[config.mk]
export PLATFORM = sky130hd
export DESIGN_NAME = ipv4_prefix_table_flat
export DESIGN_NICKNAME = d
export VERILOG_FILES = /design/src/rtl/ipt_pkg.sv /design/src/rtl/ipt_req_if.sv /design/src/rtl/ipt_rsp_if.sv /design/src/rtl/ipv4_prefix_table.sv /design/src/rtl/ipt_entry_cmp.sv /design/src/flat_wrapper.sv
export SDC_FILE = /design/constraint.sdc
export NUM_CORES = 2
export LEC_CHECK = 0
export ABC_CLOCK_PERIOD_IN_PS = 10180
export BUFFER_PORTS_ARGS = -buffer_cell sky130_fd_sc_hd__buf_4
export CORE_ASPECT_RATIO = 1.25
export CORE_MARGIN = 5
export CORE_UTILIZATION = 45
export DETAILED_ROUTE_END_ITERATION = 6
export PLACE_DENSITY = 0.7
export SYNTH_ARGS = -nofsm -noshare
export SYNTH_HDL_FRONTEND = slang
export SYNTH_HIERARCHICAL = 1
export SYNTH_SLANG_ARGS = --single-unit
[constraint.sdc]
create_clock -name clk_i -period 10.18 [get_ports clk_i]
set_input_delay 0.509 -clock clk_i [delete_from_list [all_inputs] [get_ports clk_i]]
set_output_delay 0.509 -clock clk_i [all_outputs]
set_load 0.005 [all_outputs]
[src/rtl/ipt_pkg.sv]
// Package for the IPv4 prefix table: opcodes, status codes, sequencer states,
// table entry and compare result types. No dependencies.
`default_nettype none

package ipt_pkg;

  localparam int unsigned AddrW = 32;
  localparam int unsigned TagW  = 16;

  typedef enum logic [1:0] {
    OP_LOOKUP = 2'd0,
    OP_EXACT  = 2'd1,
    OP_ADD    = 2'd2,
    OP_REMOVE = 2'd3
  } opcode_e;

  typedef enum logic [1:0] {
    STATUS_OK        = 2'd0,
    STATUS_EXISTS    = 2'd1,
    STATUS_NOT_FOUND = 2'd2,
    STATUS_FULL      = 2'd3
  } status_e;

  typedef enum logic [2:0] {
    S_IDLE,
    S_SCAN,
    S_SHIFT_UP,
    S_SHIFT_DN,
    S_PLACE,
    S_RESP
  } state_e;

  typedef struct packed {
    logic [AddrW-1:0] address;
    logic [AddrW-1:0] mask;
    logic [TagW-1:0]  tag;
  } entry_t;

  typedef struct packed {
    logic prefix_hit;
    logic exact_hit;
    logic mask_greater;
  } cmp_t;

endpackage

`default_nettype wire

[src/rtl/ipt_req_if.sv]
// Request channel of the IPv4 prefix table: valid/ready plus request payload.
// No dependencies.
`default_nettype none

interface ipt_req_if;
  logic        valid;
  logic        ready;
  logic [1:0]  opcode;
  logic [31:0] address;
  logic [31:0] prefix_mask;
  logic [15:0] entry_tag_in;

  modport source (output valid, opcode, address, prefix_mask, entry_tag_in, input ready);
  modport sink   (input valid, opcode, address, prefix_mask, entry_tag_in, output ready);
endinterface

`default_nettype wire

[src/rtl/ipt_rsp_if.sv]
// Response channel of the IPv4 prefix table: valid/ready plus status and tag.
// No dependencies.
`default_nettype none

interface ipt_rsp_if;
  logic        valid;
  logic        ready;
  logic [1:0]  status;
  logic [15:0] entry_tag_out;

  modport source (output valid, status, entry_tag_out, input ready);
  modport sink   (input valid, status, entry_tag_out, output ready);
endinterface

`default_nettype wire

[src/rtl/ipv4_prefix_table.sv]
// IPv4 longest-prefix table: sequencer, entry memory and response register.
// Depends on ipt_pkg, ipt_req_if, ipt_rsp_if and ipt_entry_cmp.
//
// Usage:
//   req_i carries opcode (lookup, exact search, add, remove), address,
//   prefix_mask and entry_tag_in; rsp_o returns status and entry_tag_out.
//   A transaction completes when valid and ready are both high.
//   Entries sit in a single-port-write, single-port-read memory ordered by
//   mask, largest first. One compare unit walks it one entry per cycle.
//   Steps, with p the hit or insert position:
//     lookup / exact search: scan until the first hit, then respond.
//     add: full scan, then move the entries from p on down one place, then place.
//     remove: scan to the hit at p, then move the tail up one place.
//   req_i.ready is high only while the sequencer is idle, one request at a time.
//   A finished response waits in the output register; a stalled receiver
//   holds the sequencer in its response state, but the next request can
//   be accepted as soon as the earlier response is registered.
//   Reset empties the table (entry count to zero); memory contents are not
//   cleared, and contents beyond the entry count are never used.
`default_nettype none

module ipv4_prefix_table #(
  parameter int unsigned TABLE_ENTRIES = 16
) (
  input  wire logic  clk_i,
  input  wire logic  rst_ni,
  ipt_req_if.sink    req_i,
  ipt_rsp_if.source  rsp_o
);

  localparam int unsigned IW = (TABLE_ENTRIES > 1) ? $clog2(TABLE_ENTRIES) : 1;
  localparam int unsigned CW = $clog2(TABLE_ENTRIES + 1);

  ipt_pkg::entry_t mem [TABLE_ENTRIES];

  ipt_pkg::state_e  state_q, state_d;
  ipt_pkg::opcode_e op_q, op_d;
  logic [ipt_pkg::AddrW-1:0] addr_q, addr_d, mask_q, mask_d;
  logic [ipt_pkg::TagW-1:0]  tagin_q, tagin_d;
  logic [CW-1:0] idx_q, idx_d, pos_q, pos_d, count_q, count_d;
  logic pm_found_q, pm_found_d, pos_found_q, pos_found_d;
  ipt_pkg::status_e res_status_q, res_status_d;
  logic [ipt_pkg::TagW-1:0] res_tag_q, res_tag_d;
  logic out_valid_q, out_valid_d;
  ipt_pkg::status_e out_status_q, out_status_d;
  logic [ipt_pkg::TagW-1:0] out_tag_q, out_tag_d;

  ipt_pkg::entry_t rd_data_q;
  logic [CW-1:0]   rd_addr_cw, wr_addr_cw, pos_v;
  logic            we;
  ipt_pkg::entry_t wr_data;
  ipt_pkg::cmp_t   cmp;

  ipt_entry_cmp u_cmp (
    .address_i (addr_q),
    .mask_i    (mask_q),
    .entry_i   (rd_data_q),
    .cmp_o     (cmp)
  );

  assign req_i.ready         = (state_q == ipt_pkg::S_IDLE);
  assign rsp_o.valid         = out_valid_q;
  assign rsp_o.status        = out_status_q;
  assign rsp_o.entry_tag_out = out_tag_q;

  always_comb begin
    state_d      = state_q;
    op_d         = op_q;
    addr_d       = addr_q;
    mask_d       = mask_q;
    tagin_d      = tagin_q;
    idx_d        = idx_q;
    pos_d        = pos_q;
    count_d      = count_q;
    pm_found_d   = pm_found_q;
    pos_found_d  = pos_found_q;
    res_status_d = res_status_q;
    res_tag_d    = res_tag_q;
    out_valid_d  = out_valid_q && !rsp_o.ready;
    out_status_d = out_status_q;
    out_tag_d    = out_tag_q;
    rd_addr_cw   = idx_q + CW'(1);
    wr_addr_cw   = idx_q;
    wr_data      = rd_data_q;
    we           = 1'b0;
    pos_v        = pos_found_q ? pos_q : count_q;

    unique case (state_q)
      ipt_pkg::S_IDLE: begin
        rd_addr_cw = '0;
        if (req_i.valid) begin
          op_d        = ipt_pkg::opcode_e'(req_i.opcode);
          addr_d      = req_i.address;
          mask_d      = req_i.prefix_mask;
          tagin_d     = req_i.entry_tag_in;
          idx_d       = '0;
          pm_found_d  = 1'b0;
          pos_found_d = 1'b0;
          state_d     = ipt_pkg::S_SCAN;
        end
      end

      ipt_pkg::S_SCAN: begin
        if (idx_q == count_q) begin
          res_tag_d = '0;
          if (op_q != ipt_pkg::OP_ADD) begin
            res_status_d = ipt_pkg::STATUS_NOT_FOUND;
            state_d      = ipt_pkg::S_RESP;
          end else if (count_q == CW'(TABLE_ENTRIES)) begin
            res_status_d = ipt_pkg::STATUS_FULL;
            state_d      = ipt_pkg::S_RESP;
          end else begin
            pos_d = pos_v;
            if (pos_v == count_q) begin
              state_d = ipt_pkg::S_PLACE;
            end else begin
              idx_d      = count_q;
              rd_addr_cw = count_q - CW'(1);
              state_d    = ipt_pkg::S_SHIFT_DN;
            end
          end
        end else begin
          idx_d = idx_q + CW'(1);
          unique case (op_q)
            ipt_pkg::OP_LOOKUP: begin
              if (cmp.prefix_hit) begin
                res_status_d = ipt_pkg::STATUS_OK;
                res_tag_d    = rd_data_q.tag;
                state_d      = ipt_pkg::S_RESP;
              end
            end
            ipt_pkg::OP_EXACT: begin
              if (cmp.exact_hit) begin
                res_status_d = ipt_pkg::STATUS_OK;
                res_tag_d    = rd_data_q.tag;
                state_d      = ipt_pkg::S_RESP;
              end
            end
            ipt_pkg::OP_REMOVE: begin
              if (cmp.exact_hit) begin
                res_status_d = ipt_pkg::STATUS_OK;
                res_tag_d    = rd_data_q.tag;
                idx_d        = idx_q;
                state_d      = ipt_pkg::S_SHIFT_UP;
              end
            end
            ipt_pkg::OP_ADD: begin
              // only the first prefix hit counts for the duplicate check
              if (!pm_found_q && cmp.prefix_hit) begin
                pm_found_d = 1'b1;
                if (cmp.exact_hit) begin
                  res_status_d = ipt_pkg::STATUS_EXISTS;
                  res_tag_d    = '0;
                  state_d      = ipt_pkg::S_RESP;
                end
              end
              if (!pos_found_q && cmp.mask_greater) begin
                pos_found_d = 1'b1;
                pos_d       = idx_q;
              end
            end
          endcase
        end
      end

      ipt_pkg::S_SHIFT_UP: begin
        // rd_data_q holds entry idx_q + 1
        if ((idx_q + CW'(1)) < count_q) begin
          we         = 1'b1;
          wr_addr_cw = idx_q;
          idx_d      = idx_q + CW'(1);
          rd_addr_cw = idx_q + CW'(2);
        end else begin
          count_d = count_q - CW'(1);
          state_d = ipt_pkg::S_RESP;
        end
      end

      ipt_pkg::S_SHIFT_DN: begin
        // rd_data_q holds entry idx_q - 1
        we         = 1'b1;
        wr_addr_cw = idx_q;
        if ((idx_q - CW'(1)) == pos_q) begin
          state_d = ipt_pkg::S_PLACE;
        end else begin
          idx_d      = idx_q - CW'(1);
          rd_addr_cw = idx_q - CW'(2);
        end
      end

      ipt_pkg::S_PLACE: begin
        we           = 1'b1;
        wr_addr_cw   = pos_q;
        wr_data      = '{address: addr_q, mask: mask_q, tag: tagin_q};
        count_d      = count_q + CW'(1);
        res_status_d = ipt_pkg::STATUS_OK;
        res_tag_d    = '0;
        state_d      = ipt_pkg::S_RESP;
      end

      ipt_pkg::S_RESP: begin
        if (!out_valid_q || rsp_o.ready) begin
          out_valid_d  = 1'b1;
          out_status_d = res_status_q;
          out_tag_d    = res_tag_q;
          state_d      = ipt_pkg::S_IDLE;
        end
      end

      default: begin
        state_d = ipt_pkg::S_IDLE;
      end
    endcase
  end

  always_ff @(posedge clk_i or negedge rst_ni) begin
    if (!rst_ni) begin
      state_q     <= ipt_pkg::S_IDLE;
      count_q     <= '0;
      out_valid_q <= 1'b0;
    end else begin
      state_q     <= state_d;
      count_q     <= count_d;
      out_valid_q <= out_valid_d;
    end
  end

  always_ff @(posedge clk_i) begin
    op_q         <= op_d;
    addr_q       <= addr_d;
    mask_q       <= mask_d;
    tagin_q      <= tagin_d;
    idx_q        <= idx_d;
    pos_q        <= pos_d;
    pm_found_q   <= pm_found_d;
    pos_found_q  <= pos_found_d;
    res_status_q <= res_status_d;
    res_tag_q    <= res_tag_d;
    out_status_q <= out_status_d;
    out_tag_q    <= out_tag_d;
  end

  always_ff @(posedge clk_i) begin
    if (we) begin
      mem[wr_addr_cw[IW-1:0]] <= wr_data;
    end
    rd_data_q <= mem[rd_addr_cw[IW-1:0]];
  end

  a_count_bound: assert property (@(posedge clk_i) disable iff (!rst_ni)
    count_q <= CW'(TABLE_ENTRIES))
    else $error("entry count above table size");

  a_accept_scan: assert property (@(posedge clk_i) disable iff (!rst_ni)
    (req_i.valid && req_i.ready) |=> (state_q == ipt_pkg::S_SCAN))
    else $error("accepted transaction did not start a scan");

  a_count_change: assert property (@(posedge clk_i) disable iff (!rst_ni)
    !$stable(count_q) |-> ($past(state_q) == ipt_pkg::S_PLACE ||
                           $past(state_q) == ipt_pkg::S_SHIFT_UP))
    else $error("entry count changed outside insert or remove");

  a_write_range: assert property (@(posedge clk_i) disable iff (!rst_ni)
    we |-> (wr_addr_cw <= count_q && count_q < CW'(TABLE_ENTRIES + 1)))
    else $error("table write beyond the occupied range");

  a_rsp_source: assert property (@(posedge clk_i) disable iff (!rst_ni)
    $rose(out_valid_q) |-> ($past(state_q) == ipt_pkg::S_RESP))
    else $error("response raised outside response state");

endmodule

`default_nettype wire

[src/rtl/ipt_entry_cmp.sv]
// Shared compare unit: checks one table entry against the held request.
// Depends on ipt_pkg.
`default_nettype none

module ipt_entry_cmp (
  input  logic [ipt_pkg::AddrW-1:0] address_i,
  input  logic [ipt_pkg::AddrW-1:0] mask_i,
  input  ipt_pkg::entry_t           entry_i,
  output ipt_pkg::cmp_t             cmp_o
);

  always_comb begin
    cmp_o.prefix_hit   = (address_i & entry_i.mask) == entry_i.address;
    cmp_o.exact_hit    = (address_i == entry_i.address) && (mask_i == entry_i.mask);
    cmp_o.mask_greater = mask_i > entry_i.mask;
  end

endmodule

`default_nettype wire

[src/flat_wrapper.sv]
// flat-port wrapper written by rule: the top's interface ports become plain ports
module ipv4_prefix_table_flat 
#(
  parameter int unsigned TABLE_ENTRIES = 16
)
  (clk_i, rst_ni, req_i_valid, req_i_opcode, req_i_address, req_i_prefix_mask, req_i_entry_tag_in, req_i_ready, rsp_o_valid, rsp_o_status, rsp_o_entry_tag_out, rsp_o_ready);
  ipt_req_if req_i_i ();
  ipt_rsp_if rsp_o_i ();
  input  wire logic clk_i;
  input  wire logic rst_ni;
  input wire logic [$bits(req_i_i.valid)-1:0] req_i_valid;
  input wire logic [$bits(req_i_i.opcode)-1:0] req_i_opcode;
  input wire logic [$bits(req_i_i.address)-1:0] req_i_address;
  input wire logic [$bits(req_i_i.prefix_mask)-1:0] req_i_prefix_mask;
  input wire logic [$bits(req_i_i.entry_tag_in)-1:0] req_i_entry_tag_in;
  output wire logic [$bits(req_i_i.ready)-1:0] req_i_ready;
  output wire logic [$bits(rsp_o_i.valid)-1:0] rsp_o_valid;
  output wire logic [$bits(rsp_o_i.status)-1:0] rsp_o_status;
  output wire logic [$bits(rsp_o_i.entry_tag_out)-1:0] rsp_o_entry_tag_out;
  input wire logic [$bits(rsp_o_i.ready)-1:0] rsp_o_ready;
  assign req_i_i.valid = req_i_valid;
  assign req_i_i.opcode = req_i_opcode;
  assign req_i_i.address = req_i_address;
  assign req_i_i.prefix_mask = req_i_prefix_mask;
  assign req_i_i.entry_tag_in = req_i_entry_tag_in;
  assign req_i_ready = req_i_i.ready;
  assign rsp_o_valid = rsp_o_i.valid;
  assign rsp_o_status = rsp_o_i.status;
  assign rsp_o_entry_tag_out = rsp_o_i.entry_tag_out;
  assign rsp_o_i.ready = rsp_o_ready;
  ipv4_prefix_table #(.TABLE_ENTRIES(TABLE_ENTRIES)) u_core (.clk_i(clk_i), .rst_ni(rst_ni), .req_i(req_i_i), .rsp_o(rsp_o_i));
endmodule
==> run_results.csv <==
group,metric,value,unit
timing,fin_worst_skew,0.0537,ns
critical_path,path_cells,"clkinv_1 -> ha_4 -> ha_1 -> nor2b_1 -> o211a_1 -> o21ai_2 -> o311ai_2 -> o21ai_4 -> buf_12 -> nand2_4 -> buf_12 -> a211oi_1 -> a211oi_1 -> or4_1",
critical_path,startpoint_type,"flop",
floorplan,io_pins,106,
run,drv_cap,0,
finish,utilization,50.6,%
placement,gp_congestion,0.878,
placement,port-buffer-count,105,
critical_path,slowest_delay,0.84,ns
global_route,grt_usage,24.0,%
finish,mostFrequentLayoutCells,"edfxtp_1 (1,410), mux2i_1 (477), a211oi_1 (393)",
global_route,grt_max_degree,185,
timing,setup_viol,0,
worst_hold_path,hold_class,"in2reg",
cts,clk_latency,0.80,ns
power,irDropWorstVdd,572,uV
critical_path,crit_type,"reg2reg",
detailed_routing,drt_iter0_drc,5634,
global_route,grt_first_pass_wirelength,282,mm
cts,cts.htree.levels,4,
timing,fin_crit,6.72,ns
global_route,grt-ovfl-total,0,
finish,area_growth_syn_to_layout,12.1,%
critical_path,arrival,7.38,ns
timing,worst_pin_slew,1.22,ns
synth,synth.avg_cell_area,13.7,um2
cts,path_clk_slew,0.06,ns
global_route,antenna_found_initial,7,
timing,slew_headroom,18.5,%
timing,fin_setup_tns,0,ns
detailed_routing,vias,44600,
floorplan,start_util,45.1,%
critical_path,end_kind,"flop",
finish,fillers,12000,
synth,syn_nets,4967,
timing,slew_violations,0,
finish,drive_above_1_share,9.05,%
timing,period_share,66.0,%
timing,hold_viol_final,0,
cts,cts_sinks,1499,
critical_path,path_max_fanout,147,
critical_path,crit_path_top_delay_cell,"ha_4",
timing,max_freq,149,MHz
synth,synth_cells,4832,
cts,cts_resized,0,
cts,cts_root_buf,"clkbuf_16",
power,power.leakage,25.6,nW
synth,ys_async_sr_fraction,0.600,%
floorplan,core,146000,um2
placement,postPlaceCellArea,68400,um2
finish,seqCellArea,44200,um2
synth,ys_ff_latch,1499,
synth,syn-cell-area,66000,um2
synth,netlist-cell-type-count,94,
finish,final_area,73900,um2
detailed_routing,firstDrtPassIters,6,
synth,seq_area_frac_synth,67.0,%
cts,cts_buffer_depth,3,
detailed_routing,drt-total-wl,192,mm
outcome,outcome,"finished, final reports clean",
detailed_routing,wl_per_cell,27.9,um
global_route,grt_pass1_vias,44100,
detailed_routing,drcViolationCount,0,
detailed_routing,ant_nets,0,
cts,numCtsBuffers,147,
floorplan,die_h,438,um
floorplan,rows,157,
finish,nets,4975,
power,powerDensity,361,nW/um2
cts,post-cts-setup-buffer-count,0,
synth,synth_edf_count,1410,
placement,place_hpwl,98.7,mm
critical_path,critPathRequiredTime,10.84,ns
finish,final_common_cell,"edfxtp_1",
synth,ys_warn_count,6,
floorplan,die_area,154000,um2
floorplan,fp.dieW,352,um
power,total_power,26.7,mW
cts,cts_tree,"built",
detailed_routing,vias_per_cell,6.49,
finish,multi_input_area,20100,um2
synth,synthFlopType,"edfxtp_1",
timing,rsz0062_at_grt,"no",
cts,cts_hold_buf,83,
## layer usage
layer | GRT usage, % | vias up | wire (um)
met3 | 4.50 | 532 | 19300
met4 | 12.1 | 2 | 10100
met2 | 39.0 | 2680 | 89400
met1 | 31.2 | 22200 | 72900
met5 | 0 | - | 13
li1 | - | 19100 | -
## synth_stat cells (7+ instances only)
cell / number / area, um2
a211oi_1: 393 / 2950
buf_2: 90 / 450
o21ai_0: 181 / 906
nand4_1: 11 / 68.8
nor2b_1: 14 / 87.6
buf_1: 17 / 63.8
inv_1: 51 / 191
clkbuf_1: 279 / 1050
nand2_1: 300 / 1130
or4_1: 79 / 593
nand2b_1: 14 / 87.6
xnor2_1: 20 / 175
nor3_1: 15 / 75.1
ha_1: 49 / 613
mux2_2: 9 / 101
dfxtp_1: 80 / 1600
mux2i_1: 477 / 4770
edfxtp_1: 1410 / 42300
a221o_1: 7 / 70.1
dfrtp_1: 9 / 225
a2111oi_0: 80 / 701
a21oi_1: 188 / 941
and3_1: 317 / 1980
nor4_1: 10 / 62.6
buf_4: 8 / 60.1
nand3_1: 181 / 906
nor2_1: 211 / 792
o2111ai_1: 157 / 1380
xor2_1: 36 / 315
## registers in the layout, indices dropped and copies added (netlist names)
| name | flops |
|---|---|
| u_core/addr_q | 32 |
| u_core/count_q | 5 |
| u_core/idx_q | 5 |
| u_core/mask_q | 32 |
| u_core/mem | 1280 |
| u_core/op_q | 2 |
| u_core/pm_found_q | 1 |
| u_core/pos_found_q | 1 |
| u_core/pos_q | 5 |
| u_core/rd_data_q | 80 |
| u_core/res_status_q | 2 |
| u_core/res_tag_q | 16 |
| u_core/rsp_o.entry_tag_out | 16 |
| u_core/rsp_o.status | 2 |
| u_core/rsp_o.valid | 1 |
| u_core/state_q | 3 |
| u_core/tagin_q | 16 |
## critical path, delay by kind of cell (launching register included)
| family | cells | cell delay (ns) |
|---|---|---|
| compound gates | 6 | 1.70 |
| simple gates | 3 | 1.23 |
| fa+ha+maj | 2 | 1.19 |
| buf+inv | 3 | 1.38 |
| flops | 1 | 0.65 |
## path summary, 6_finish.rpt
check	cells past startpoint	to	from	slack, ns
max reg2reg	14	u_core/rd_data_q[43]	u_core/idx_q[0]	3.46
min	3	u_core/rsp_o.valid	rsp_o_ready	0.05
max in group asynchronous	2	u_core/rsp_o.valid	rst_ni	9.94
min reg2reg	0	u_core/rsp_o.entry_tag_out[7]	u_core/res_tag_q[7]	0.42
min in group asynchronous	2	u_core/count_q[3]	rst_ni	0.09
max	14	u_core/rd_data_q[43]	u_core/idx_q[0]	3.46
## final cells by class
| class | count | area share [%] |
|---|---|---|
| Sequential cell | 1499 | 59.7 |
| Multi-Input combinational cell | 2878 | 27.2 |
| Clock buffer | 221 | 5.67 |
| Tap cell | 1908 | 3.23 |
| Timing Repair Buffer | 260 | 3.12 |
| Clock inverter | 50 | 0.707 |
| Inverter | 54 | 0.284 |
| Antenna cell | 1 | 0.00339 |
## power by group
| part | leakage (nW) | total (mW) | internal (mW) | switching [mW] |
|---|---|---|---|---|
| logic | 9.73 | 12.1 | 3.88 | 8.19 |
| registers | 13.6 | 9.30 | 8.68 | 0.621 |
| clock network | 2.28 | 5.33 | 3.00 | 2.34 |
## cell families after synthesis
kind of cell,synth area share (%)
muxes,7.46
AOI/OAI and AO/OA,11.7
buffers and inverters,2.88
DFF,67.0
xor gates and xnor gates,0.802
adders and majority gates,0.929
and+or+nand+nor,9.25
## metrics by stage
| step | std cells | hold WS, ns | setup WS, ns |
|---|---|---|---|
| after global placement | 6516 | 0.341 | 3.88 |
| after floorplan | 4832 | 0.213 | 3.87 |
| final | 6871 | 0.0511 | 3.46 |
| after detailed placement | 6516 | 0.342 | 3.70 |
| after CTS | 6870 | 0.000865 | 3.69 |
| after global routing | 6871 | 0.0503 | 3.18 |
No activity file was read; power rests on OpenSTA's default activity.
